**src/rtl/core/grp_pkg.sv**
```systemverilog
// ----------------------------------------------------------------------------
// grp_pkg
// shared types, codes and sizes of the graphics register port
// ----------------------------------------------------------------------------
package grp_pkg;

   localparam int SPRITE_BYTES    = 256;
   localparam int NAMETABLE_BYTES = 4096;
   localparam int PALETTE_BYTES   = 32;

   localparam int SPR_AW = $clog2(SPRITE_BYTES);
   localparam int NT_AW  = $clog2(NAMETABLE_BYTES);
   localparam int PAL_AW = $clog2(PALETTE_BYTES);
   localparam int MEM_AW = 12;

   // operations
   localparam logic [1:0] OP_READ  = 2'd0;
   localparam logic [1:0] OP_WRITE = 2'd1;
   localparam logic [1:0] OP_FLAGS = 2'd2;
   localparam logic [1:0] OP_RESET = 2'd3;

   // register indexes
   localparam logic [2:0] REG_CTRL   = 3'd0;
   localparam logic [2:0] REG_MASK   = 3'd1;
   localparam logic [2:0] REG_STATUS = 3'd2;
   localparam logic [2:0] REG_SADDR  = 3'd3;
   localparam logic [2:0] REG_SDATA  = 3'd4;
   localparam logic [2:0] REG_SCROLL = 3'd5;
   localparam logic [2:0] REG_ADDR   = 3'd6;
   localparam logic [2:0] REG_DATA   = 3'd7;

   // mirroring modes
   localparam logic [2:0] MIR_HORZ = 3'd1;
   localparam logic [2:0] MIR_LOW  = 3'd2;
   localparam logic [2:0] MIR_HIGH = 3'd3;
   localparam logic [2:0] MIR_FOUR = 3'd4;

   // how the back end updates the bus latch and buffer
   localparam logic [2:0] RK_KEEP   = 3'd0;
   localparam logic [2:0] RK_STATUS = 3'd1;
   localparam logic [2:0] RK_WRITE  = 3'd2;
   localparam logic [2:0] RK_SPR    = 3'd3;
   localparam logic [2:0] RK_BUF    = 3'd4;
   localparam logic [2:0] RK_PAL    = 3'd5;
   localparam logic [2:0] RK_CLEAR  = 3'd6;

   // memory selected by a command
   localparam logic [1:0] MEM_NONE = 2'd0;
   localparam logic [1:0] MEM_SPR  = 2'd1;
   localparam logic [1:0] MEM_NT   = 2'd2;
   localparam logic [1:0] MEM_PAL  = 2'd3;

   typedef struct packed {
      logic [2:0]        rkind;
      logic [1:0]        mkind;
      logic              mwrite;
      logic [MEM_AW-1:0] maddr;
      logic [7:0]        data;
      logic [2:0]        flags;
      logic [7:0]        ext;
      logic              buf_ext;
      logic              gray;
      logic              pattern_write;
      logic [12:0]       pattern_address;
      logic [13:0]       vram;
   } cmd_type;

endpackage

```
**src/rtl/core/grp_queue.sv**
```systemverilog
// ----------------------------------------------------------------------------
// grp_queue
// two-entry command queue between front and back
// ----------------------------------------------------------------------------
module grp_queue (
   input  logic             clock,
   input  logic             reset,
   input  logic             push,
   input  grp_pkg::cmd_type push_cmd,
   input  logic             pop,
   output logic             full,
   output logic             not_empty,
   output grp_pkg::cmd_type pop_cmd
);

   grp_pkg::cmd_type entry_ff [2];
   logic       wr_ff, wr_in;
   logic       rd_ff, rd_in;
   logic [1:0] count_ff, count_in;

   assign full      = (count_ff == 2'd2);
   assign not_empty = (count_ff != 2'd0);
   assign pop_cmd   = entry_ff[rd_ff];

   // pointers and fill level
   always_comb begin
      wr_in    = push ? !wr_ff : wr_ff;
      rd_in    = pop ? !rd_ff : rd_ff;
      count_in = count_ff + {1'b0, push} - {1'b0, pop};
   end

   always_ff @(posedge clock) begin
      if (reset) begin
         wr_ff    <= 1'b0;
         rd_ff    <= 1'b0;
         count_ff <= 2'd0;
      end else begin
         wr_ff    <= wr_in;
         rd_ff    <= rd_in;
         count_ff <= count_in;
      end
   end

   // storage
   always_ff @(posedge clock) begin
      if (push) begin
         entry_ff[wr_ff] <= push_cmd;
      end
   end

endmodule

```
**config.mk**
```make
export PLATFORM = sky130hd
export DESIGN_NAME = grp_queue
export DESIGN_NICKNAME = d
export VERILOG_FILES = /design/src/rtl/core/grp_pkg.sv /design/src/rtl/core/grp_queue.sv
export SDC_FILE = /design/constraint.sdc
export NUM_CORES = 1
export LEC_CHECK = 0
export ABC_AREA = 1
export ABC_CLOCK_PERIOD_IN_PS = 5700
export BUFFER_PORTS_ARGS = -buffer_cell sky130_fd_sc_hd__buf_2
export CORE_MARGIN = 3
export CORE_UTILIZATION = 52
export DETAILED_ROUTE_END_ITERATION = 8
export PLACE_DENSITY = 0.86
export SLEW_MARGIN = 20
export SYNTH_ARGS = -nofsm -noshare
export SYNTH_HDL_FRONTEND = slang
export SYNTH_SLANG_ARGS = --single-unit
```
**constraint.sdc**
```tcl
create_clock -name clock -period 5.7 [get_ports clock]
set_input_delay 0.57 -clock clock [delete_from_list [all_inputs] [get_ports clock]]
set_output_delay 0.57 -clock clock [all_outputs]
set_load 0.02 [all_outputs]
```
Yosys cells after proc, flatten, opt, wreduce, memory -nomap -nowiden
Memory sizes are Yosys's and may differ from the RTL's. A register that Yosys moved wholly into a read port is not among the register bits.
Cells that the tools add are included.
Storage, ports and cells
  flip-flop bits (word level): 4
  memory bits (writable): 134
  input port bits: 71
  output and inout bits: 69
  logic and storage cells: 14
  memories: 1
Cells by class
  $add $sub $neg: 2
  equal/unequal tests: 1
  mux-type cells: 4
  reduce and logical (&&, ||, !) cells: 3
Memories
  entry_ff: words 2, bits a word 67, rd ports 1, clocked after memory_dff 1, write ports 1, RTL line grp_queue.sv:16  | grp_pkg::cmd_type entry_ff [2];
Operators with widths (number)
  $mux 1: 4
  $add 2x1->2: 1
  $eq 2x2->1 const B: 1
  $logic_not 1->1: 2
  $reduce_bool 2->1: 1
  $sub 2x1->2: 1

Longest topological paths before layout
Gate-level depths: netlist of the first run.
  depth after elaboration: 3
  mapped depth: 7

Least setup slack after synthesis of the first run
Ideal clock, no wire load.
  path kind: input to register
  start point: input port push
  end point: memory entry_ff[0][0] in the netlist's numbering, enable pin
  arrival: 3419 ps
  required time: 5206 ps
  slack: 1787 ps
  stages: 2
  buffers on the path: 0
  cell sequence: inv_1 -> nor2_1
Between the ends
  longest elaborated chain between the ends: 2
Ends and longest elaborated chain
  start: declaration: RTL line grp_queue.sv:8  | input logic push,
  $mux 1: RTL line grp_queue.sv:46  | if (push) begin
  $mux 1 (not written as such): RTL line grp_queue.sv:47  | entry_ff[wr_ff] <= push_cmd;
  end: declaration: RTL line grp_queue.sv:16
No other way between the ends.

==> results of run 1 <==
==> state kept, by name, indices dropped and copies added (netlist names), named ones only <==
name	flops
count_ff	2
entry_ff	134
wr_ff	1
rd_ff	1
==> Yosys cell counts (all sizes together) <==
master,count,share of area [%]
nand2,5,0.36
inv,8,0.58
nand3,1,0.097
nor3,1,0.097
xnor2,1,0.17
dfxtp,5,1.9
buf,7,1.1
a21oi,1,0.097
edfxtp,134,78
nor2,7,0.51
mux2,67,17
ha,2,0.48
==> power by group <==
part,internal (uW),switching [uW],total (uW)
Clock,800,388,1190
Sequential,1180,35.3,1220
Combinational,122,145,268
Total,2110,569,2670
==> metal layers <==
layer  GRT usage, %  part of all wire (%)  vias up
li1               -                     -     1239
met1           19.5                    39     1314
met2           29.9                    53      107
met3           6.92                   7.1        7
met4           4.44                  0.53        0
met5              0                     0        -
==> final cells by class <==
type / count / share of cell area (%)
Clock buffer: 20 / 6.40
Clock inverter: 12 / 3.37
Inverter: 8 / 0.452
Multi-Input combinational cell: 85 / 14.6
Sequential cell: 139 / 62.1
Tap cell: 129 / 2.43
Timing Repair Buffer: 141 / 10.7
==> worst reg2reg max path, stage by stage (launching register included) <==
cell	delay (ps)
dfxtp_1	350
nor2_4	740
buf_4	560
==> worst max path at each step <==
stage,depth (start not counted),slack [ps],from,endpoint
floorplan,2,1790,push,entry_ff[0][0]$_DFFE_PP_
global placement,4,3320,push,entry_ff[0][60]$_DFFE_PP_
detailed placement,4,3230,push,entry_ff[0][57]$_DFFE_PP_
CTS,2,2920,register,pop_cmd[3]
global route,2,2850,register,pop_cmd[0]
finish,2,2980,register,pop_cmd[0]
==> through the flow <==
stage | hold slack, ps | area (um^2) | setup WS [ps] | utilization [%]
2_1_floorplan | 480 | 5170 | 1790 | -
3_3_place_gp | 495 | 6000 | 3320 | 63.4
3_5_place_dp | 510 | 6000 | 3230 | 63.4
4_1_cts | 228 | 6650 | 2920 | 70.3
5_1_grt | 218 | 6650 | 2850 | 70.3
6_report | 257 | 6650 | 2980 | 70.3
==> cells by family (layout without fill, tap and decap cells) <==
family | count (synthesis) | in the layout
mux | 67 | 67
xor+xnor | 1 | 1
simple gates | 14 | 14
buf+inv | 15 | 181
fa+ha+maj | 2 | 2
flops | 139 | 139
compound gates | 1 | 1
==> impl_metrics.csv, run 1 <==
group,metric,value,unit
worst_setup_path,worstSetupPathType,"register to output pin",
clock_tree,cts.hold.buffers_added,0,
sta,rsz0062_at_grt,"false",
sta,slew-limit-headroom,30.5,%
global_routing,grt_usage,17.1,%
floorplanning,ioPinCount,140,
run,cap_violations,0,
worst_setup_path,worst_ep_arrival_time,2150,ps
worst_setup_path,path_buf_inv,1,
worst_setup_path,r2r-start,"wr_ff$_SDFFE_PP0P_",
clock_tree,root_buffer,"clkbuf_8",
floorplanning,fp-row-count,35,
min_path,hold_path_class,"primary input to register",
worst_setup_path,r2r_end,"entry_ff[0][63]$_DFFE_PP_",
sta,worstMarginPinSlew,1040,ps
floorplanning,fp.coreArea,9460,um^2
clock_tree,h-tree-depth,4,
synthesis,avgSynthCellArea,21.6,um^2
cells_and_area,antenna_cells,0,
worst_setup_path,worst_setup_path_end_kind,"output pin",
global_routing,grt_pass1_wl,14600,um
pwr,power,2670,uW
global_routing,grt_pass1_vias,2975,
cells_and_area,final-seq-area,4130,um^2
clock_tree,clkSlewWorstSetupHoldPaths,60,ps
cells_and_area,syn_to_final_growth,28.6,%
clock_tree,cts_setup_buffers,0,
route,routed_wl,9050,um
cells_and_area,drive_above_1_share,59.3,%
min_path,hold_end,"entry_ff[1][24]$_DFFE_PP_",
cells_and_area,fill_cells,649,
synthesis,seq_area_frac_synth,79.7,%
clock_tree,clockBufferDepth,2,
pwr,p_leak,0.00262,uW
synthesis,synth_top_family_by_area,"multiplexers",
global_routing,grt_max_degree,68,
worst_setup_path,cp_top_family,"flip-flops",
placed_design,numPortBuffers,139,
sta,slew_violations,0,
synthesis,synth-seq-cells,139,
synthesis,synth_warnings,0,
synthesis,synthXorXnorAreaFrac,0.169,%
global_routing,grt_antenna_before_repair,0,
run_status,outcome,"complete, no violations",
route,route.detailed.drc,0,
route,dr.pass1.iters,4,
worst_setup_path,cp_cell_sequence,"mux2_2 -> buf_2",
clock_tree,numCtsBuffers,17,
min_path,min-delay-start,"push_cmd[24]",
sta,setup_violations,0,
sta,timing.final.crit_share,47.7,%
synthesis,synthMuxAreaShare,16.8,%
route,drt_iter0_markers,135,
sta,finalCriticalPeriod,2720,ps
sta,finClkSkew,10.2,ps
synthesis,yosys.area_share.adder,0.484,%
placed_design,placed_cells,502,
clock_tree,cts_resized,0,
floorplanning,die_w,106,um
cells_and_area,multiInputGateArea,968,um^2
worst_setup_path,critPathLaunchType,"register",
cells_and_area,layout_commonest_cell,"buf_2",
clock_tree,clk_latency,500,ps
sta,max_freq,0.368,GHz
min_path,worstHoldPathCells,1,
worst_setup_path,slowest_stage,"dfxtp_4",
clock_tree,cts_tree,"yes",
synthesis,synth_compound_area_share,0.0968,%
cells_and_area,instances_no_fill,534,
route,ant_nets,0,
floorplanning,die_height,106,um
placed_design,gp_congestion,0.688,
sta,tns,0,ps
worst_setup_path,required,5130,ps
synthesis,syn_area,5170,um^2
sta,hold_viol_final,0,
floorplanning,die_area,11200,um^2
cells_and_area,most-common-layout-cells,"buf_2 (139), edfxtp_1 (134), mux2_2 (37), mux2_4 (30), clkbuf_16 (16)",
pwr,ir_drop,230,uV
cells_and_area,final_nets,465,
worst_setup_path,crit_path_max_incr_delay,1030,ps
worst_setup_path,ff2ff_path_depth,2,
synthesis,syn-instance-count,239,
synthesis,synthSimpleGateAreaFrac,1.06,%
floorplanning,initial_core_util,54.7,%
synthesis,synth_cell_type_count,15,
worst_setup_path,rrSetupSlack,3670,ps
global_routing,grt-ovfl-total,0,
synthesis,syn-num-nets,312,
clock_tree,clock_sinks,139,
worst_setup_path,worstPathMaxFanout,67,
route,vias_per_cell,4.99,
placed_design,post-dp-hpwl,5900,um
route,vias,2667,
pwr,p_per_area,402,nW/um^2
route,drt-wirelength-per-cell,16.9,um
Note: power is estimated with default switching activity, not from simulation.
==> run 2, diff against run 1 <==
--- a/config.mk
+++ b/config.mk
@@ -6,12 +6,12 @@
 export NUM_CORES = 1
 export LEC_CHECK = 0
 export ABC_AREA = 1
-export ABC_CLOCK_PERIOD_IN_PS = 5700
+export ABC_CLOCK_PERIOD_IN_PS = 2200
 export BUFFER_PORTS_ARGS = -buffer_cell sky130_fd_sc_hd__buf_2
 export CORE_MARGIN = 3
-export CORE_UTILIZATION = 52
+export CORE_UTILIZATION = 47
 export DETAILED_ROUTE_END_ITERATION = 8
-export PLACE_DENSITY = 0.86
+export PLACE_DENSITY = 0.83
 export SLEW_MARGIN = 20
 export SYNTH_ARGS = -nofsm -noshare
 export SYNTH_HDL_FRONTEND = slang
==> constraint.sdc (replaced) <==
create_clock -name clock -period 2.2 [get_ports clock]
set_input_delay 0.22 -clock clock [delete_from_list [all_inputs] [get_ports clock]]
set_output_delay 0.22 -clock clock [all_outputs]
set_load 0.02 [all_outputs]
==> impl_metrics.csv, run 2 (synthesized netlist as in run 1, its figures left out) <==
group,metric,value,unit
run_status,outcome,"complete, no violations",
sta,hold_viol_final,0,
global_routing,grt_pass1_wl,16100,um
sta,max_freq,0.484,GHz
placed_design,pre_cts_ws,658,ps
route,vias_per_cell,4.80,
pwr,p_leak,0.00291,uW
placed_design,numPortBuffers,139,
worst_setup_path,worstPathMaxFanout,28,
route,dr.pass1.iters,4,
floorplanning,fp-row-count,37,
sta,setup_violations,0,
global_routing,grt_antenna_before_repair,0,
route,route.detailed.drc,0,
pwr,ir_drop,627,uV
clock_tree,root_buffer,"clkbuf_8",
floorplanning,die_w,111,um
pwr,p_per_area,929,nW/um^2
worst_setup_path,required,1980,ps
sta,tns,0,ps
clock_tree,cts_resized,0,
cells_and_area,utilization,69.9,%
sta,fin_ws,134,ps
clock_tree,clkSlewWorstSetupHoldPaths,60,ps
clock_tree,cts_setup_buffers,0,
placed_design,post-dp-hpwl,6040,um
clock_tree,numCtsBuffers,17,
placed_design,gp_congestion,0.673,
cells_and_area,final_nets,538,
route,routed_wl,10100,um
cells_and_area,layout_commonest_cell,"buf_2",
worst_setup_path,worst_ep_arrival_time,1850,ps
sta,finClkSkew,7.35,ps
clock_tree,cts_tree,"yes",
floorplanning,fp.coreArea,10500,um^2
floorplanning,die_height,111,um
clock_tree,h-tree-depth,4,
cells_and_area,reg.largest.list,"entry_ff: 134 flops, count_ff: 2 flops",
route,drt-wirelength-per-cell,16.5,um
sta,timing.final.crit_share,93.9,%
cells_and_area,fill_cells,658,
sta,finalCriticalPeriod,2070,ps
cells_and_area,drive_above_1_share,51.0,%
cells_and_area,syn_to_final_growth,42.1,%
worst_setup_path,worst_setup_path_end_kind,"output pin",
sta,rsz0062_at_grt,"false",
floorplanning,initial_core_util,49.2,%
cells_and_area,antenna_cells,0,
route,drt_iter0_markers,113,
cells_and_area,largest_register_ffs,134,
run,cap_violations,0,
min_path,hold_path_class,"primary input to register",
worst_setup_path,worstSetupPathType,"register to output pin",
floorplanning,ioPinCount,140,
global_routing,grt_pass1_vias,3168,
clock_tree,clockBufferDepth,2,
sta,worstMarginPinSlew,505,ps
global_routing,grt_max_degree,40,
route,ant_nets,0,
floorplanning,die_area,12300,um^2
cells_and_area,most-common-layout-cells,"buf_2 (139), edfxtp_1 (134), dlygate4sd3_1 (69), mux2_2 (37), mux2_4 (30)",
global_routing,grt_usage,16.9,%
clock_tree,clk_latency,510,ps
global_routing,grt-ovfl-total,0,
cells_and_area,largest_register,"entry_ff",
clock_tree,clock_sinks,139,
worst_setup_path,critPathLaunchType,"register",
sta,slew-limit-headroom,66.3,%
sta,slew_violations,0,
route,vias,2948,
## run 2: worst paths after layout
path	startpoint	end	slack, ps	cells after the start
worst min-delay path	push	wr_ff$_SDFFE_PP0P_	70	3
worst min register to register	rd_ff$_SDFFE_PP0P_	rd_ff$_SDFFE_PP0P_	540	2
worst max-delay path	register	pop_cmd[2]	130	3
worst max register to register	wr_ff$_SDFFE_PP0P_	entry_ff[1][64]$_DFFE_PP_	900	3
## run 2: per-layer routing
| metal | vias to the layer above | global-route usage [%] | part of all wire (%) |
|---|---|---|---|
| met5 | - | 0 | 0 |
| met4 | 0 | 6.73 | 1.6 |
| met3 | 18 | 5.73 | 6.0 |
| met2 | 120 | 30.2 | 54 |
| met1 | 1428 | 18.5 | 38 |
| li1 | 1382 | - | - |
## run 2: where the power goes
| group | switching [uW] | internal [uW] |
|---|---|---|
| Combinational | 461 | 406 |
| Sequential | 37.2 | 3070 |
| Clock | 990 | 1870 |
| Total | 1490 | 5340 |
## run 2: critical path, cell delays in order, from the launching register on
cell and delay, ps:
dfxtp_4 350, buf_4 430, mux2_2 390, buf_2 160
## run 2: final cells by class
| class | instances | area, um^2 | share of cell area (%) |
|---|---|---|---|
| Inverter | 8 | 30.0 | 0.409 |
| Tap cell | 136 | 170 | 2.32 |
| Sequential cell | 139 | 4130 | 56.2 |
| Clock inverter | 11 | 170 | 2.32 |
| Timing Repair Buffer | 214 | 1440 | 19.6 |
| Clock buffer | 21 | 439 | 5.98 |
| Multi-Input combinational cell | 85 | 968 | 13.2 |
## run 2: timing repair
item,in CTS,in global routing
endpoints found under the setup margin,0,0
hold endpoints to repair,138,0
hold buffers,69,0
## run 2: metrics by stage
| stage | area, um^2 | cells | total power [uW] | hold WS, ps |
|---|---|---|---|---|
| 2_1_floorplan | 5180 | 239 | 3660 | 291 |
| 3_3_place_gp | 6050 | 513 | 3900 | 407 |
| 3_5_place_dp | 6050 | 513 | 3930 | 412 |
| 4_1_cts | 7350 | 614 | 6880 | 59.6 |
| 5_1_grt | 7350 | 614 | 7090 | 39.7 |
| 6_report | 7350 | 614 | 6830 | 66.6 |
==> run 3, diff against run 2 <==
--- a/config.mk
+++ b/config.mk
@@ -8,10 +8,13 @@
 export ABC_AREA = 1
 export ABC_CLOCK_PERIOD_IN_PS = 2200
 export BUFFER_PORTS_ARGS = -buffer_cell sky130_fd_sc_hd__buf_2
+export CELL_PAD_IN_SITES_DETAIL_PLACEMENT = 1
+export CELL_PAD_IN_SITES_GLOBAL_PLACEMENT = 2
 export CORE_MARGIN = 3
-export CORE_UTILIZATION = 47
+export CORE_UTILIZATION = 34
+export CTS_CLUSTER_DIAMETER = 40
 export DETAILED_ROUTE_END_ITERATION = 8
-export PLACE_DENSITY = 0.83
+export PLACE_DENSITY = 0.82
 export SLEW_MARGIN = 20
 export SYNTH_ARGS = -nofsm -noshare
 export SYNTH_HDL_FRONTEND = slang
==> impl_metrics.csv, run 3 (synthesized netlist as in run 1, its figures left out) <==
group,metric,value,unit
placed_design,gp_congestion,0.657,
route,drt-wirelength-per-cell,16.3,um
clock_tree,clkSlewWorstSetupHoldPaths,50,ps
worst_setup_path,worstSetupPathType,"register to output pin",
sta,hold_viol_final,0,
clock_tree,clk_latency,410,ps
cells_and_area,syn_to_final_growth,42.7,%
cells_and_area,largest_register,"entry_ff",
pwr,p_per_area,929,nW/um^2
placed_design,post-dp-hpwl,6730,um
placed_design,pre_cts_ws,650,ps
route,ant_nets,0,
clock_tree,root_buffer,"clkbuf_16",
sta,worstMarginPinSlew,533,ps
route,drt_iter0_markers,102,
sta,slew_violations,0,
cells_and_area,final_area,7380,um^2
sta,rsz0062_at_grt,"false",
floorplanning,ioPinCount,140,
floorplanning,initial_core_util,35.2,%
sta,timing.final.crit_share,88.8,%
sta,max_freq,0.512,GHz
sta,tns,0,ps
floorplanning,die_area,16700,um^2
floorplanning,fp-row-count,44,
pwr,swShare,22.0,%
global_routing,grt_antenna_before_repair,0,
cells_and_area,utilization,50.2,%
cells_and_area,antenna_cells,0,
route,dr.pass1.iters,4,
sta,setup_violations,0,
clock_tree,cts_tree,"yes",
min_path,hold_path_class,"primary input to register",
cells_and_area,drive_above_1_share,51.2,%
placed_design,numPortBuffers,139,
pwr,p_switching,1510,uW
run,cap_violations,0,
route,vias_per_cell,4.44,
clock_tree,clock_sinks,139,
cells_and_area,layout_commonest_cell,"buf_2",
global_routing,grt_pass1_wl,16600,um
global_routing,grt_pass1_vias,3258,
pwr,p_leak,0.00290,uW
worst_setup_path,worstPathMaxFanout,32,
run_status,outcome,"complete, no violations",
cells_and_area,final_nets,535,
cells_and_area,most-common-layout-cells,"buf_2 (139), edfxtp_1 (134), dlygate4sd3_1 (66), mux2_2 (37), mux2_4 (30)",
worst_setup_path,worst_setup_path_end_kind,"output pin",
clock_tree,cts_resized,0,
sta,finClkSkew,7.67,ps
global_routing,grt_max_degree,38,
sta,fin_ws,246,ps
route,vias,2927,
placed_design,dpl_cell_area,6110,um^2
clock_tree,clockBufferDepth,2,
clock_tree,h-tree-depth,4,
cells_and_area,largest_register_ffs,134,
worst_setup_path,critPathLaunchType,"register",
floorplanning,fp.coreArea,14700,um^2
global_routing,grt_usage,13.4,%
pwr,seqPwrFrac,45.2,%
worst_setup_path,required,1980,ps
worst_setup_path,worst_ep_arrival_time,1730,ps
pwr,power.internal,5350,uW
pwr,pwr-share-clk,42.2,%
sta,slew-limit-headroom,64.5,%
global_routing,grt-ovfl-total,0,
clock_tree,numCtsBuffers,17,
sta,finalCriticalPeriod,1950,ps
floorplanning,die_height,129,um
floorplanning,die_w,129,um
pwr,ir_drop,580,uV
route,routed_wl,10700,um
pwr,combinationalPowerShare,12.5,%
cells_and_area,reg.largest.list,"entry_ff: 134 flops, count_ff: 2 flops",
route,route.detailed.drc,0,
## run 3: worst max-delay path, stage by stage, from the launching register on
cell     delay [ps]
dfxtp_4         350
buf_4           390
mux2_2          400
buf_2           160
## run 3: layer usage
layer	part of all wire, %	global-route usage (%)	up-vias
met1	39	14.6	1436
li1	-	-	1375
met4	1.8	5.99	0
met2	53	23.4	100
met3	6.1	5.03	16
met5	0	0	-
## run 3: worst paths after layout
| check | slack, ps | from | endpoint | cells past startpoint |
|---|---|---|---|---|
| max | 250 | register | pop_cmd[25] | 3 |
| min | 40 | push_cmd[45] | entry_ff[0][45]$_DFFE_PP_ | 1 |
| max reg2reg | 850 | wr_ff$_SDFFE_PP0P_ | entry_ff[1][17]$_DFFE_PP_ | 3 |
| min reg2reg | 530 | rd_ff$_SDFFE_PP0P_ | register | 2 |
## run 3: what timing repair did
action / 4_1_cts / 5_1_grt
hold endpoints to repair: 130 / 0
hold buffers: 66 / 0
setup buffers: 0 / 0
## run 3: per-stage QoR
step,power (uW),cells,hold slack [ps]
finish,6860,659,37.3
global route,7150,659,6.04
CTS,6960,659,6.46
detailed placement,3940,561,412
global placement,3910,561,407
floorplan,3660,239,291
## run 3: layout make-up
type / count / area [um^2]
clock buffer: 19 / 433
clock inverter: 13 / 175
timing repair buffer: 211 / 1410
fill: 1387 / 7320
sequential: 139 / 4130
multi-input combinational: 85 / 968
inverter: 8 / 30.0
tap: 184 / 230
## run 3: power by group through the flow
| stage | sequential (uW) | combinational (uW) | clock [uW] |
|---|---|---|---|
| finish | 3100 | 859 | 2900 |
| global route | 3120 | 927 | 3100 |
| CTS | 3110 | 874 | 2980 |
| detailed placement | 3160 | 779 | 0 |
| global placement | 3150 | 764 | 0 |
| floorplan | 3150 | 509 | 0 |
