File: src/rtl/core/grp_pkg.sv
// ----------------------------------------------------------------------------
// grp_pkg
// shared types, codes and sizes of the graphics register port
// ----------------------------------------------------------------------------
package grp_pkg;

   localparam int SPRITE_BYTES    = 256;
   localparam int NAMETABLE_BYTES = 4096;
   localparam int PALETTE_BYTES   = 32;

   localparam int SPR_AW = $clog2(SPRITE_BYTES);
   localparam int NT_AW  = $clog2(NAMETABLE_BYTES);
   localparam int PAL_AW = $clog2(PALETTE_BYTES);
   localparam int MEM_AW = 12;

   // operations
   localparam logic [1:0] OP_READ  = 2'd0;
   localparam logic [1:0] OP_WRITE = 2'd1;
   localparam logic [1:0] OP_FLAGS = 2'd2;
   localparam logic [1:0] OP_RESET = 2'd3;

   // register indexes
   localparam logic [2:0] REG_CTRL   = 3'd0;
   localparam logic [2:0] REG_MASK   = 3'd1;
   localparam logic [2:0] REG_STATUS = 3'd2;
   localparam logic [2:0] REG_SADDR  = 3'd3;
   localparam logic [2:0] REG_SDATA  = 3'd4;
   localparam logic [2:0] REG_SCROLL = 3'd5;
   localparam logic [2:0] REG_ADDR   = 3'd6;
   localparam logic [2:0] REG_DATA   = 3'd7;

   // mirroring modes
   localparam logic [2:0] MIR_HORZ = 3'd1;
   localparam logic [2:0] MIR_LOW  = 3'd2;
   localparam logic [2:0] MIR_HIGH = 3'd3;
   localparam logic [2:0] MIR_FOUR = 3'd4;

   // how the back end updates the bus latch and buffer
   localparam logic [2:0] RK_KEEP   = 3'd0;
   localparam logic [2:0] RK_STATUS = 3'd1;
   localparam logic [2:0] RK_WRITE  = 3'd2;
   localparam logic [2:0] RK_SPR    = 3'd3;
   localparam logic [2:0] RK_BUF    = 3'd4;
   localparam logic [2:0] RK_PAL    = 3'd5;
   localparam logic [2:0] RK_CLEAR  = 3'd6;

   // memory selected by a command
   localparam logic [1:0] MEM_NONE = 2'd0;
   localparam logic [1:0] MEM_SPR  = 2'd1;
   localparam logic [1:0] MEM_NT   = 2'd2;
   localparam logic [1:0] MEM_PAL  = 2'd3;

   typedef struct packed {
      logic [2:0]        rkind;
      logic [1:0]        mkind;
      logic              mwrite;
      logic [MEM_AW-1:0] maddr;
      logic [7:0]        data;
      logic [2:0]        flags;
      logic [7:0]        ext;
      logic              buf_ext;
      logic              gray;
      logic              pattern_write;
      logic [12:0]       pattern_address;
      logic [13:0]       vram;
   } cmd_type;

endpackage

File: src/rtl/core/grp_front.sv
// ----------------------------------------------------------------------------
// grp_front
// register file and address logic; turns each bus word into a back-end command
// ----------------------------------------------------------------------------
module grp_front (
   input  logic              clock,
   input  logic              reset,
   input  logic              csr_valid,
   input  logic [2:0]        csr_data,
   input  logic              accept,
   input  logic [1:0]        operation,
   input  logic [2:0]        register_index,
   input  logic [7:0]        write_data,
   input  logic [7:0]        pattern_read_data,
   output grp_pkg::cmd_type  cmd
);

   logic [2:0]  mode_ff, mode_in;
   logic [7:0]  ctrl_ff, ctrl_in;
   logic [7:0]  mask_ff, mask_in;
   logic [2:0]  flags_ff, flags_in;
   logic [7:0]  sidx_ff, sidx_in;
   logic        toggle_ff, toggle_in;
   logic [14:0] v_ff, v_in;
   logic [14:0] t_ff, t_in;
   logic [2:0]  fx_ff, fx_in;

   logic [13:0] a;
   logic [13:0] a_inc;
   logic [14:0] v_adv;
   logic [11:0] nt_full;
   logic [4:0]  pal_idx;
   logic [14:0] t_addr2;

   // current address and its step
   assign a     = v_ff[13:0];
   assign a_inc = a + (ctrl_ff[2] ? 14'd32 : 14'd1);
   assign v_adv = {v_ff[14], a_inc};
   assign t_addr2 = {t_ff[14:8], write_data};

   // nametable mirroring
   always_comb begin
      case (mode_ff)
         grp_pkg::MIR_HORZ: nt_full = {1'b0, a[11], a[9:0]};
         grp_pkg::MIR_LOW:  nt_full = {2'b00, a[9:0]};
         grp_pkg::MIR_HIGH: nt_full = {2'b01, a[9:0]};
         grp_pkg::MIR_FOUR: nt_full = a[11:0];
         default:           nt_full = {1'b0, a[10:0]};
      endcase
   end

   // palette entry mirroring of backdrop slots
   assign pal_idx = (a[4] && a[1:0] == 2'b00) ? {1'b0, a[3:0]} : a[4:0];

   // command and next register values
   always_comb begin
      mode_in   = mode_ff;
      ctrl_in   = ctrl_ff;
      mask_in   = mask_ff;
      flags_in  = flags_ff;
      sidx_in   = sidx_ff;
      toggle_in = toggle_ff;
      v_in      = v_ff;
      t_in      = t_ff;
      fx_in     = fx_ff;
      cmd = '0;
      cmd.data  = write_data;
      cmd.ext   = pattern_read_data;
      cmd.flags = flags_ff;
      cmd.gray  = mask_ff[0];
      if (csr_valid) begin
         mode_in = csr_data;
      end
      case (operation)
         grp_pkg::OP_READ: begin
            case (register_index)
               grp_pkg::REG_STATUS: begin
                  cmd.rkind = grp_pkg::RK_STATUS;
                  flags_in  = {1'b0, flags_ff[1:0]};
                  toggle_in = 1'b0;
               end
               grp_pkg::REG_SDATA: begin
                  cmd.rkind = grp_pkg::RK_SPR;
                  cmd.mkind = grp_pkg::MEM_SPR;
                  cmd.maddr = grp_pkg::MEM_AW'(sidx_ff);
               end
               grp_pkg::REG_DATA: begin
                  if (a < 14'h2000) begin
                     cmd.rkind   = grp_pkg::RK_BUF;
                     cmd.buf_ext = 1'b1;
                  end else if (a <= 14'h3EFF) begin
                     cmd.rkind = grp_pkg::RK_BUF;
                     cmd.mkind = grp_pkg::MEM_NT;
                     cmd.maddr = grp_pkg::MEM_AW'(nt_full[grp_pkg::NT_AW-1:0]);
                  end else begin
                     cmd.rkind = grp_pkg::RK_PAL;
                     cmd.mkind = grp_pkg::MEM_PAL;
                     cmd.maddr = grp_pkg::MEM_AW'(pal_idx);
                  end
                  v_in = v_adv;
               end
               default: cmd.rkind = grp_pkg::RK_KEEP;
            endcase
         end
         grp_pkg::OP_WRITE: begin
            cmd.rkind = grp_pkg::RK_WRITE;
            case (register_index)
               grp_pkg::REG_CTRL: begin
                  ctrl_in = write_data;
                  t_in    = {t_ff[14:12], write_data[1:0], t_ff[9:0]};
               end
               grp_pkg::REG_MASK:  mask_in = write_data;
               grp_pkg::REG_SADDR: sidx_in = write_data;
               grp_pkg::REG_SDATA: begin
                  cmd.mkind  = grp_pkg::MEM_SPR;
                  cmd.mwrite = 1'b1;
                  cmd.maddr  = grp_pkg::MEM_AW'(sidx_ff);
                  sidx_in    = sidx_ff + 8'd1;
               end
               grp_pkg::REG_SCROLL: begin
                  if (!toggle_ff) begin
                     fx_in = write_data[2:0];
                     t_in  = {t_ff[14:5], write_data[7:3]};
                  end else begin
                     t_in = {write_data[2:0], t_ff[11:10], write_data[7:3], t_ff[4:0]};
                  end
                  toggle_in = !toggle_ff;
               end
               grp_pkg::REG_ADDR: begin
                  if (!toggle_ff) begin
                     t_in = {1'b0, write_data[5:0], t_ff[7:0]};
                  end else begin
                     t_in = t_addr2;
                     v_in = t_addr2;
                  end
                  toggle_in = !toggle_ff;
               end
               grp_pkg::REG_DATA: begin
                  if (a < 14'h2000) begin
                     cmd.pattern_write   = 1'b1;
                     cmd.pattern_address = a[12:0];
                  end else if (a <= 14'h3EFF) begin
                     cmd.mkind  = grp_pkg::MEM_NT;
                     cmd.mwrite = 1'b1;
                     cmd.maddr  = grp_pkg::MEM_AW'(nt_full[grp_pkg::NT_AW-1:0]);
                  end else begin
                     cmd.mkind  = grp_pkg::MEM_PAL;
                     cmd.mwrite = 1'b1;
                     cmd.maddr  = grp_pkg::MEM_AW'(pal_idx);
                  end
                  v_in = v_adv;
               end
               default: cmd.mkind = grp_pkg::MEM_NONE;
            endcase
         end
         grp_pkg::OP_FLAGS: flags_in = write_data[7:5];
         default: begin
            cmd.rkind = grp_pkg::RK_CLEAR;
            ctrl_in   = '0;
            mask_in   = '0;
            toggle_in = 1'b0;
            v_in      = '0;
            t_in      = '0;
            fx_in     = '0;
         end
      endcase
      // address reported with the word is the one after its step
      cmd.vram = v_in[13:0];
   end

   // register file
   always_ff @(posedge clock) begin
      if (reset) begin
         mode_ff   <= '0;
         ctrl_ff   <= '0;
         mask_ff   <= '0;
         flags_ff  <= '0;
         sidx_ff   <= '0;
         toggle_ff <= 1'b0;
         v_ff      <= '0;
         t_ff      <= '0;
         fx_ff     <= '0;
      end else begin
         mode_ff <= mode_in;
         if (accept) begin
            ctrl_ff   <= ctrl_in;
            mask_ff   <= mask_in;
            flags_ff  <= flags_in;
            sidx_ff   <= sidx_in;
            toggle_ff <= toggle_in;
            v_ff      <= v_in;
            t_ff      <= t_in;
            fx_ff     <= fx_in;
         end
      end
   end

endmodule

File: config.mk
export PLATFORM = sky130hd
export DESIGN_NAME = grp_front
export DESIGN_NICKNAME = d
export VERILOG_FILES = /design/src/rtl/core/grp_pkg.sv /design/src/rtl/core/grp_front.sv
export SDC_FILE = /design/constraint.sdc
export NUM_CORES = 1
export LEC_CHECK = 0
export ABC_AREA = 1
export ABC_CLOCK_PERIOD_IN_PS = 1700
export CORE_AREA = 2 2 68 96
export CTS_CLUSTER_DIAMETER = 30
export DETAILED_ROUTE_END_ITERATION = 10
export DIE_AREA = 0 0 70 98
export DONT_BUFFER_PORTS = 1
export PLACE_DENSITY = 0.74
export SETUP_SLACK_MARGIN = 0.5
export SYNTH_ARGS = -nofsm -noshare
export SYNTH_HDL_FRONTEND = slang
export SYNTH_SLANG_ARGS = --single-unit
File: constraint.sdc
create_clock -name clock -period 1.7 [get_ports clock]
set_clock_uncertainty 0.05 [all_clocks]
set_input_delay 0.17 -clock clock [delete_from_list [all_inputs] [get_ports clock]]
set_output_delay 0.17 -clock clock [all_outputs]
set_load 0.01 [all_outputs]
# Yosys cells after proc, flatten, opt, wreduce, memory -nomap -nowiden
# Cells that the tools add are included.
# totals
regBits	39
inputBits	28
output_inout_bits	67
elab_cells	100
# classes
addsub	2
order_cmp	2
n_eq_ne	23
mux	43
bitwise	3
reduce_logical	17
# ops
op	n
$mux 14	8
$pmux 14 s3	2
$pmux 14 s2	2
$pmux 12 s2	2
$pmux 12 s4	1
$pmux 13 s2	1
$mux 12	2
$pmux 3 s3	2
$pmux 8 s2	1
$eq 3x3->1 const B	5
$mux 15	1
$reduce_and 3->1	5
$add 14x6->14	1
$le 14x14->1 const B	1
$lt 14x14->1 const B	1
$eq 3x2->1 const B	4
$pmux 2 s2	3
$pmux 3 s2	2
$mux 3	3
$add 8x1->8 const B	1
$mux 1	8
$eq 3x1->1 const B	2
$mux 6	1
$ne 2x1->1 const B	3
19 further kinds	28

# Longest topological paths before layout
# Gate-level depths: netlist of the first run.
# logic_depth
ltp_word	7
ltp_mapped	14
ltp_nobuf	14

# Worst setup path after synthesis of the first run
# Ideal clock, no wire load.
# synth_timing
path_type	reg-to-output
startpoint	register v_ff[0]
endpoint	output cmd[12] (netlist name)
t_arrival_ps	1480
required_ps	1480
path_slack_ps	0
stages_incl_launch_ff	14
path_buffers	0
path_cell_list	dfxtp_1 ha_1 ha_1 inv_1 nor2_1 nand2_1 nand2_1 nand3_1 nand2_1 nand2_1 nand3_1 nand3_1 nand2_1 inv_1
# synth_rtl
item	line	text
from (decl)	grp_front.sv:24	logic [14:0] v_ff, v_in;
from (signal assigned)	grp_front.sv:191	v_ff <= v_in;
to (decl)	grp_front.sv:15	output grp_pkg::cmd_type cmd

==> key figures, run 1 <==
Outcome
  – Status: finished with violations
  – Failing checks: setup timing

Synth
  – Post-synth top area cell: dfxtp_1
  – Synth warnings: 0
  – Synth Area in Simple Gates: 34.3%
  – Synth Area in XOR/XNOR: 0.540%
  – Synthesized cell area: 0.00324 mm^2
  – Primary FF master, synth: dfxtp_1
  – Synth Area in Adders: 3.47%
  – Post-Synthesis Net Count: 562
  – Area fraction in compound gates after synthesis: 23.0%
  – Seq cells post-synth: 37
  – Syn Area/Cell: 6.18 um^2
  – Post-synth top area share: 22.8%
  – Yosys cell types: 47
  – Mux contribution to synthesized area: 0%
  – Post-synth EDFFs: 0
  – Register area share after synthesis: 22.8%
  – Syn Inst Count: 525
  – Largest family of logic cells by synthesized area: simple AND/OR/NAND/NOR gates
  – Synth top area cells: dfxtp_1 (23%), nand2_1 (13%), inv_1 (7.9%)
  – Ys async rst share: 0%

Detailed routing
  – Met2 wire length: 6360 um
  – Via count: 3,940
  – Final WL: 12,700 um
  – Final antenna-violating net count: 0
  – DRC Markers: 0
  – DR top layer: met4
  – Pre-Repair DR Iteration Count: 5
  – Wire per inst: 19.8 um
  – Post-Route M1 WL: 4620 um
  – Routed wl met3: 813 um
  – Vias per inst: 6.16
  – DRT iter0 DRCs: 265

Critical path
  – CP cell instances: inv_2, ha_4, ha_4, nand3_4, o21bai_4, buf_4, buf_6, xor2_2, o211ai_2, nand2_2, inv_2
  – Arrival time worst endpoint: 1.95 ns
  – Slowest stage delay, CP: 0.38 ns
  – Worst path bufs/invs: 4
  – CP startpoint kind: register
  – Delay-heaviest family, CP: flip-flops
  – Type of the worst setup path: register to output pin
  – CP Capture Type: output pin
  – CP required: 1.48 ns
  – CP max stage cell: dfxtp_4
  – Max FO, Critical Path: 3

Floorplanning
  – Die height: 98 um
  – # rows: 34
  – Die ar.: 0.00686 mm^2
  – Initial core utilization: 53.7%
  – Core Area: 0.00604 mm^2
  – Die span in x: 70 um
  – I/O pin total: 95

Finish
  – Share of cells above drive strength 1: 46.3%
  – Antenna fix cells: 0
  – Layout area overhead: 44.1%
  – Filler instances: 431
  – FF+latch area: 781 um^2
  – Final nets: 604
  – Area of the multi-input gates: 0.00274 mm^2

Worst hold path
  – Tightest Hold Check Type: input pin to register

Timing
  – Final Slew Violations: 0
  – Period utilization: 128%
  – Final-report hold violation count: 0
  – Slack of the critical path: -0.470 ns
  – Tightest hold margin: 0.00437 ns
  – Final setup TNS: -5.29 ns
  – Post-layout min period: 2.17 ns
  – Setup Viol. Count Final: 22
  – Fmax: 461 MHz
  – Worst-Margin Slew: 0.997 ns
  – Unrepaired setup endpoints after global routing: true
  – Max-slew headroom: 33.3%

Clocking
  – Htree depth: 2
  – Clock latency at the later pin of the worst-skew pair: 0.30 ns
  – Max Buffers Root-to-Sink: 2
  – Worst-path clk slew: 0.08 ns
  – CTS tree: built
  – Root Buffer Master: clkbuf_8
  – Inserted Clock Buffers: 5
  – CTS Sinks: 37

GRT
  – Largest net degree at the start of global routing: 27
  – GRT Residual Overflow: 0
  – Tot GR Track Use: 35.6%
  – Vias in the first global route: 3,887
  – Initial antenna violation count: 0
  – First-pass GRT wire length: 19,300 um

Pwr
  – Peak supply drop: 0.493 mV
  – Power Density: 484 mW/mm^2
  – Pleak: 1.83 nW

Place
  – GP Congestion: 0.928
  – I/O Buffers: 0
  – Pre-CTS setup slack: -0.101 ns
  – Post-DP HPWL: 8480 um

Job
  – Max cap viols: 0
==> routing by layer <==
metal | track usage, % | vias up
met2 | 63.3 | 176
met4 | 20.1 | 0
met5 | 0 | -
met3 | 6.81 | 70
li1 | - | 1805
met1 | 39.0 | 1889
==> repair_timing <==
action                                  CTS  global route
pin swaps                                31            24
gates cloned                              1             0
endpoints found under the setup margin   71            72
setup buffers                            19            11
hold buffers                              8             0
hold endpoints to repair                 28             0
resized for setup                        76            61
==> cell usage after synthesis, types with 5 or more instances <==
cell type  instances
a21oi_1           45
buf_2              6
buf_4             20
clkbuf_1           6
dfxtp_1           37
ha_1               9
inv_1             68
inv_2              9
nand2_1          110
nand2_2            7
nand2_4            6
nand3_1           46
nor2_1            53
o21ai_0           37
o21ai_1            5
==> sequential cells by signal, indices dropped and copies added, names as in the netlist <==
register,count
mode_ff,3
v_ff,14
toggle_ff,1
t_ff,6
sidx_ff,8
ctrl_ff,1
flags_ff,3
mask_ff,1
==> through the flow <==
| step | std cells | total power [mW] | util, % | area (um^2) |
|---|---|---|---|---|
| after global placement | 593 | 1.49 | 62.4 | 3770 |
| after global routing | 640 | 2.35 | 77.3 | 4670 |
| after floorplan | 525 | 1.41 | - | 3720 |
| after CTS | 629 | 2.20 | 72.0 | 4350 |
| after detailed placement | 593 | 1.50 | 62.4 | 3770 |
| final | 640 | 2.26 | 77.3 | 4670 |
==> cell usage in the layout (no fill, tap or decap), types with 5 or more instances in the layout <==
cell           synthesis  routed
o21ai_2                1       6
dfxtp_1               37      23
o21ai_0               37      27
nor2_4                 3      31
a21oi_2                1      13
clkbuf_8               0       5
inv_2                  9      32
nand2_1              110      92
nor2_1                53      25
inv_1                 68      37
nand3_2                1      15
buf_4                 20      46
dfxtp_2                0       5
nand2_4                6      10
o21ai_1                5       8
dlygate4sd3_1          0       8
ha_4                   0       7
dfxtp_4                0       9
a21oi_1               45      31
buf_6                  0      14
nand2_2                7      19
nand3_1               46      29
==> final timing paths <==
check | cells past startpoint | slack (ns) | start | endpoint
worst min register to register | 2 | 0.41 | t_ff[9]$_SDFFE_PP0P_ | t_ff[9]$_SDFFE_PP0P_
worst max-delay path | 11 | -0.47 | ctrl_ff[2]$_SDFFE_PP0P_ | cmd[6]
worst min-delay path | 2 | 0.004 | write_data[0] | mask_ff[0]$_SDFFE_PP0P_
worst max register to register | 14 | -0.31 | ctrl_ff[2]$_SDFFE_PP0P_ | v_ff[2]$_SDFFE_PP0P_
==> kinds of logic after synthesis <==
family,count (synthesis)
adders and majority gates,9
AOI/OAI and AO/OA,123
xor gates and xnor gates,2
DFF,37
buffers and inverters,113
and+or+nand+nor,241
==> where the power goes <==
part	internal (mW)	switching (mW)
combinational	0.247	0.416
clock	0.285	0.349
sequential	0.904	0.0600
total	1.44	0.824
==> layout make-up <==
class	count	share of cell area, %
Timing Repair Buffer	68	12.5
Timing Repair inverter	1	0.348
Clock inverter	2	0.214
Tap cell	72	1.93
Inverter	79	8.09
Sequential cell	37	16.7
Multi-Input combinational cell	375	58.7
Clock buffer	6	1.55
==> worst reg2reg max path, cell delays in order (launching register included) <==
cell and delay [ns]:
dfxtp_4 0.38, inv_2 0.05, ha_4 0.16, ha_4 0.18, inv_4 0.06, buf_4 0.11
buf_6 0.08, nand2_1 0.05, a32oi_2 0.22, nand2_1 0.09, nand2_1 0.11, buf_4 0.12
buf_4 0.09, buf_4 0.09, a21oi_2 0.04
Note: power is estimated with default switching activity, not from simulation.
==> run 2, diff against run 1 <==
- CORE_AREA: 2 2 68 96 -> 2 2 67 94
- DIE_AREA: 0 0 70 98 -> 0 0 69 96
- PLACE_DENSITY: 0.74 -> 0.76
==> key figures, run 2 (same netlist as run 1, synthesis figures left out) <==
Outcome
  – Status: finished with violations
  – Failing checks: setup timing

Finish
  – Area of the multi-input gates: 0.00271 mm^2 (-1.2%)
  – Flip-flop count of the largest register after layout: 14 (unchanged)
  – Final nets: 611 (+1.2%)
  – Final std cells w/o fill: 645 (+0.78%)
  – Fin area: 0.00478 mm^2 (+2.3%)
  – FF+latch area: 779 um^2 (-0.16%)
  – Layout area overhead: 47.3%
  – Share of cells above drive strength 1: 45.4% (-0.91 points)
  – Filler instances: 399 (-7.4%)
  – Biggest regs: v_ff: 14 flops, sidx_ff: 8 flops, t_ff: 6 flops
  – Commonest cells after routing, fill and taps aside: nand2_1 (94), buf_4 (49), inv_1 (38)
  – Antenna fix cells: 0 (unchanged)
  – Largest Register: v_ff
  – Commonest non-fill, non-tap cell in the layout: nand2_1
  – Post-layout util: 82.7% (+5.3 points)

Floorplanning
  – # rows: 33 (-2.9%)
  – Die height: 96 um (-2.0%)
  – Core Area: 0.00578 mm^2 (-4.3%)
  – I/O pin total: 95 (unchanged)
  – Die ar.: 0.00662 mm^2 (-3.4%)
  – Initial core utilization: 56.1% (+2.4 points)
  – Die span in x: 69 um (-1.4%)

GRT
  – Initial antenna violation count: 0 (unchanged)
  – Vias in the first global route: 3,787 (-2.6%)
  – First-pass GRT wire length: 19,300 um (+0.25%)
  – GRT Residual Overflow: 0 (unchanged)
  – Tot GR Track Use: 37.3% (+1.7 points)
  – Largest net degree at the start of global routing: 19 (-30%)

Timing
  – Final Slew Violations: 0 (unchanged)
  – Slack of the critical path: -0.452 ns (+0.0184 ns)
  – Setup Viol. Count Final: 23 (+4.5%)
  – Unrepaired setup endpoints after global routing: true
  – Max-slew headroom: 45.1% (+12 points)
  – Fmax: 465 MHz (+0.85%)
  – Final-report hold violation count: 0 (unchanged)
  – Tightest hold margin: 0.0113 ns (+0.00697 ns)
  – Post-layout min period: 2.15 ns (-0.0184 ns)
  – Period utilization: 127% (-1.1 points)
  – Worst-Margin Slew: 0.820 ns (-0.176 ns)

Detailed routing
  – Pre-Repair DR Iteration Count: 6 (+1)
  – DRT iter0 DRCs: 298 (+12%)
  – Via count: 3,935 (-0.13%)
  – Wire per inst: 19.9 um (+0.47%)
  – Final WL: 12,800 um (+1.3%)
  – Vias per inst: 6.10 (-0.90%)
  – Final antenna-violating net count: 0 (unchanged)
  – DRC Markers: 0 (unchanged)

Critical path
  – CP max stage cell: dfxtp_2
  – End of the worst register-to-register path: v_ff[10]$_SDFFE_PP0P_
  – CP required: 1.48 ns (about the same)
  – Slowest stage delay, CP: 0.35 ns (-0.03 ns)
  – Type of the worst setup path: register to output pin
  – CP Capture Type: output pin
  – CP startpoint kind: register
  – Arrival time worst endpoint: 1.93 ns (-0.02 ns)
  – Max FO, Critical Path: 3 (unchanged)
  – Worst r2r path cells: 15 (+1)
  – CP cell instances: inv_2, ha_4, ha_4, nand3_4, o21bai_4, nand2_1, nand2_1, nand3_2, nor2_1, nor2_1, nand2_1, nand2_2, inv_2
  – Critical R2R Launch: ctrl_ff[2]$_SDFFE_PP0P_
  – Most frequent CP cell: nand2_1
  – Reg-to-reg setup timing slack: -0.35 ns (-0.04 ns)

Worst hold path
  – Worst Hold Path Cells: 2 (unchanged)
  – Worst hold start: csr_valid
  – WHS Endpoint: mode_ff[1]$_SDFFE_PP0P_
  – Tightest Hold Check Type: input pin to register

Clocking
  – CTS Sinks: 37 (unchanged)
  – CTS tree: built
  – Htree depth: 2 (unchanged)
  – Inserted Clock Buffers: 5 (unchanged)
  – Root Buffer Master: clkbuf_8
  – Max Buffers Root-to-Sink: 2 (unchanged)
  – Worst-path clk slew: 0.08 ns (about the same)
  – Clock latency at the later pin of the worst-skew pair: 0.30 ns (about the same)

Place
  – Cell Area, Placed: 0.00380 mm^2 (+0.66%)
  – I/O Buffers: 0 (unchanged)
  – Placed cells: 593 (unchanged)
  – GP Congestion: 0.972 (+4.7%)
  – Post-DP HPWL: 8310 um (-2.0%)

Job
  – Max cap viols: 0 (unchanged)

Pwr
  – Peak supply drop: 0.425 mV (-14%)
  – Power Density: 521 mW/mm^2 (+7.8%)
  – Pleak: 1.90 nW (+3.7%)
  – Design Power: 2.49 mW (+10%)
[run 2: cell count changes in the layout (fill, tap and decap cells not counted), sizes merged]
cell,delta
buf,+7
inv,-3
clkinv,+1
bufinv,+1
clkbuf,+1
[run 2: critical path: cells and delay by family (launching register included)]
family,cells,cell delay (ns)
and+or+nand+nor,8,0.66
DFF,1,0.35
adders and majority gates,2,0.32
AOI/OAI and AO/OA,1,0.18
buffers and inverters,2,0.14
[run 2: power breakdown]
group / internal [mW] / leakage, nW / switching [mW]
registers: 0.904 / 0.312 / 0.0518
clock network: 0.479 / 0.0585 / 0.351
logic: 0.273 / 1.53 / 0.432
[run 2: area by class of cell]
cell class,count,share of cell area (%)
tap,70,1.83
sequential,37,16.3
inverter,79,8.41
clock inverter,1,0.628
timing repair inverter,1,0.340
multi-input combinational,375,56.7
timing repair buffer,75,14.0
clock buffer,7,1.81
[run 2: layer usage]
metal	GRT usage [%]	share of wire (%)	vias up
li1	-	-	1821
met1	40.9	35	1825
met2	67.5	51	237
met3	7.02	8.3	52
met4	21.6	5.6	0
met5	0	0	-
[run 2: worst max path at each step]
stage / start / to / cells past startpoint
after global placement: ctrl_ff[2]$_SDFFE_PP0P_ / cmd[12] / 14
after global routing: ctrl_ff[2]$_SDFFE_PP0P_ / cmd[10] / 13
after CTS: ctrl_ff[2]$_SDFFE_PP0P_ / cmd[10] / 13
after floorplan: ctrl_ff[2]$_SDFFE_PP0P_ / cmd[10] / 13
after detailed placement: ctrl_ff[2]$_SDFFE_PP0P_ / cmd[12] / 14
final: ctrl_ff[2]$_SDFFE_PP0P_ / cmd[10] / 13
[run 2: through the flow]
step                TNS, ns  setup WS (ns)
floorplan                 0         0.0927
global route          -7.29         -0.524
finish                -5.33         -0.452
global placement     -0.109        -0.0302
CTS                   -3.93         -0.353
detailed placement   -0.281        -0.0630
[run 2: repair_timing]
item,in CTS,in global routing
endpoints found under the hold margin,28,0
cloned,1,0
buffers inserted,21,14
setup endpoints to repair,70,76
resized for setup,88,46
hold buffers,8,0
pin swaps,40,29
==> run 3, diff against run 2 <==
- ABC_CLOCK_PERIOD_IN_PS: 1700 -> unset
- CORE_AREA: 2 2 67 94 -> 2 2 74 76
- DIE_AREA: 0 0 69 96 -> 0 0 76 78
- PLACE_DENSITY: 0.76 -> 0.81
- clock period: 1.7 -> 2.3 ns (I/O delays scaled with it)
==> key figures, run 3 (same netlist as run 1, synthesis figures left out) <==
Detailed routing
  – Vias per inst: 6.33 (+3.7%)
  – Via count: 3,840 (-2.4%)
  – Pre-Repair DR Iteration Count: 6 (unchanged)
  – Final antenna-violating net count: 0 (unchanged)
  – Wire per inst: 18.3 um (-8.0%)
  – DRC Markers: 0 (unchanged)
  – Final WL: 11,100 um (-13%)
  – DRT iter0 DRCs: 509 (+71%)

Finish
  – Share of cells above drive strength 1: 31.3% (-14 points)
  – Biggest regs: v_ff: 14 flops, sidx_ff: 8 flops, t_ff: 6 flops
  – Flip-flop count of the largest register after layout: 14 (unchanged)
  – Antenna fix cells: 0 (unchanged)
  – Post-layout util: 76.6% (-6.1 points)
  – Layout area overhead: 19.1%
  – Largest Register: v_ff
  – Final nets: 573 (-6.2%)
  – Final std cells w/o fill: 607 (-5.9%)
  – Commonest cells after routing, fill and taps aside: nand2_1 (95), inv_1 (47), nor2_1 (46)
  – Commonest non-fill, non-tap cell in the layout: nand2_1

Clocking
  – Root Buffer Master: clkbuf_8
  – Inserted Clock Buffers: 5 (unchanged)
  – CTS Sinks: 37 (unchanged)
  – Worst-path clk slew: 0.08 ns (about the same)
  – Max Buffers Root-to-Sink: 2 (unchanged)
  – Clock latency at the later pin of the worst-skew pair: 0.30 ns (about the same)
  – CTS tree: built
  – Htree depth: 2 (unchanged)

GRT
  – Vias in the first global route: 3,430 (-9.4%)
  – First-pass GRT wire length: 16,800 um (-13%)
  – GRT Residual Overflow: 0 (unchanged)
  – Largest net degree at the start of global routing: 27 (+8)
  – Tot GR Track Use: 35.2% (-2.1 points)
  – Initial antenna violation count: 0 (unchanged)

Floorplanning
  – I/O pin total: 95 (unchanged)
  – # rows: 26 (-21%)
  – Die ar.: 0.00593 mm^2 (-11%)
  – Core Area: 0.00504 mm^2 (-13%)
  – Die height: 78 um (-19%)
  – Die span in x: 76 um (+10%)
  – Initial core utilization: 64.3% (+8.2 points)

Place
  – Placed cells: 576 (-2.9%)
  – I/O Buffers: 0 (unchanged)
  – GP Congestion: 0.970 (-0.25%)
  – Post-DP HPWL: 7320 um (-12%)

Timing
  – Max-slew headroom: 47.9% (+2.7 points)
  – Fmax: 446 MHz
  – Unrepaired setup endpoints after global routing: true
  – Final setup TNS: 0 ns (+5.33 ns)
  – Period utilization: 97.5%
  – Final Slew Violations: 0 (unchanged)
  – Final-report hold violation count: 0 (unchanged)
  – Post-layout min period: 2.24 ns
  – Worst-Margin Slew: 0.781 ns (-0.0393 ns)
  – Tightest hold margin: 0.0244 ns (+0.0130 ns)
  – Setup Viol. Count Final: 0 (-100%)

Pwr
  – Pleak: 1.62 nW (-15%)
  – Power Density: 438 mW/mm^2 (-16%)
  – Design Power: 1.69 mW (-32%)
  – Peak supply drop: 0.401 mV (-5.6%)

Worst hold path
  – Worst Hold Path Cells: 2 (unchanged)
  – Tightest Hold Check Type: input pin to register

Job
  – Max cap viols: 0 (unchanged)

Critical path
  – Arrival time worst endpoint: 1.96 ns (+0.03 ns)
  – Max FO, Critical Path: 3 (unchanged)
  – CP required: 2.02 ns (+0.54 ns)
  – CP startpoint kind: register
  – Worst r2r path cells: 14 (-1)
  – CP Capture Type: output pin
  – Reg-to-reg setup timing slack: 0.21 ns (+0.56 ns)
  – Type of the worst setup path: register to output pin

Outcome
  – Status: complete, no violations
[run 3: cell types whose count changed in the layout (fill, tap and decap cells not counted), sizes merged, moves of 2 or more]
cell / delta
buf: -31
clkbuf: -2
clkinv: -2
dlygate4sd3: -6
inv: +3
[run 3: layout make-up]
type,instances,area [um^2]
fillers,363,1180
clock inverters,3,46.3
clock buffers,5,68.8
well taps,70,87.6
flip-flops and latches,37,767
repair buffers,38,307
inverters,79,310
multi-input cells,375,2280
[run 3: metrics by stage]
stage,setup slack [ns],cell area [um^2]
finish,0.0568,3860
global placement,0.265,3230
detailed placement,0.253,3230
floorplan,0.514,3240
global route,-0.0115,3860
CTS,0.119,3580
[run 3: path summary, 6_finish.rpt]
kind	start	end
worst min-delay path	csr_data[1]	mode_ff[1]$_SDFFE_PP0P_
worst max register to register	ctrl_ff[2]$_SDFFE_PP0P_	v_ff[12]$_SDFFE_PP0P_
worst min register to register	t_ff[13]$_SDFFE_PP0P_	t_ff[13]$_SDFFE_PP0P_
worst max-delay path	ctrl_ff[2]$_SDFFE_PP0P_	cmd[9]
[run 3: report_power, final]
group          switching [mW]  internal [mW]
sequential             0.0472          0.671
combinational           0.251          0.131
clock                   0.266          0.325
total                   0.564           1.13
[run 3: layer usage]
metal | vias to the layer above | GRT usage (%) | wire [um]
li1 | 1735 | - | -
met5 | - | 0 | 0
met3 | 85 | 8.84 | 1310
met1 | 1708 | 43.5 | 4220
met2 | 312 | 57.1 | 4920
met4 | 0 | 18.0 | 668
[run 3: what timing repair did]
item / in CTS / in global routing
setup buffers: 9 / 12
gates resized for setup: 53 / 50
hold buffers: 2 / 0
endpoints found under the setup margin: 33 / 36
pin swaps: 20 / 17
hold endpoints to repair: 25 / 0
[run 3: critical path, stage by stage, from the launching register on]
cell and delay [ns]:
dfxtp_4 0.38, ha_4 0.30, nand2_4 0.06, nor2_4 0.11, buf_4 0.12, nand3_1 0.07
nand3_1 0.09, nand3_1 0.11, nand3_1 0.10, nand2_1 0.07, nand2_1 0.08, nand2_2 0.07
inv_2 0.11
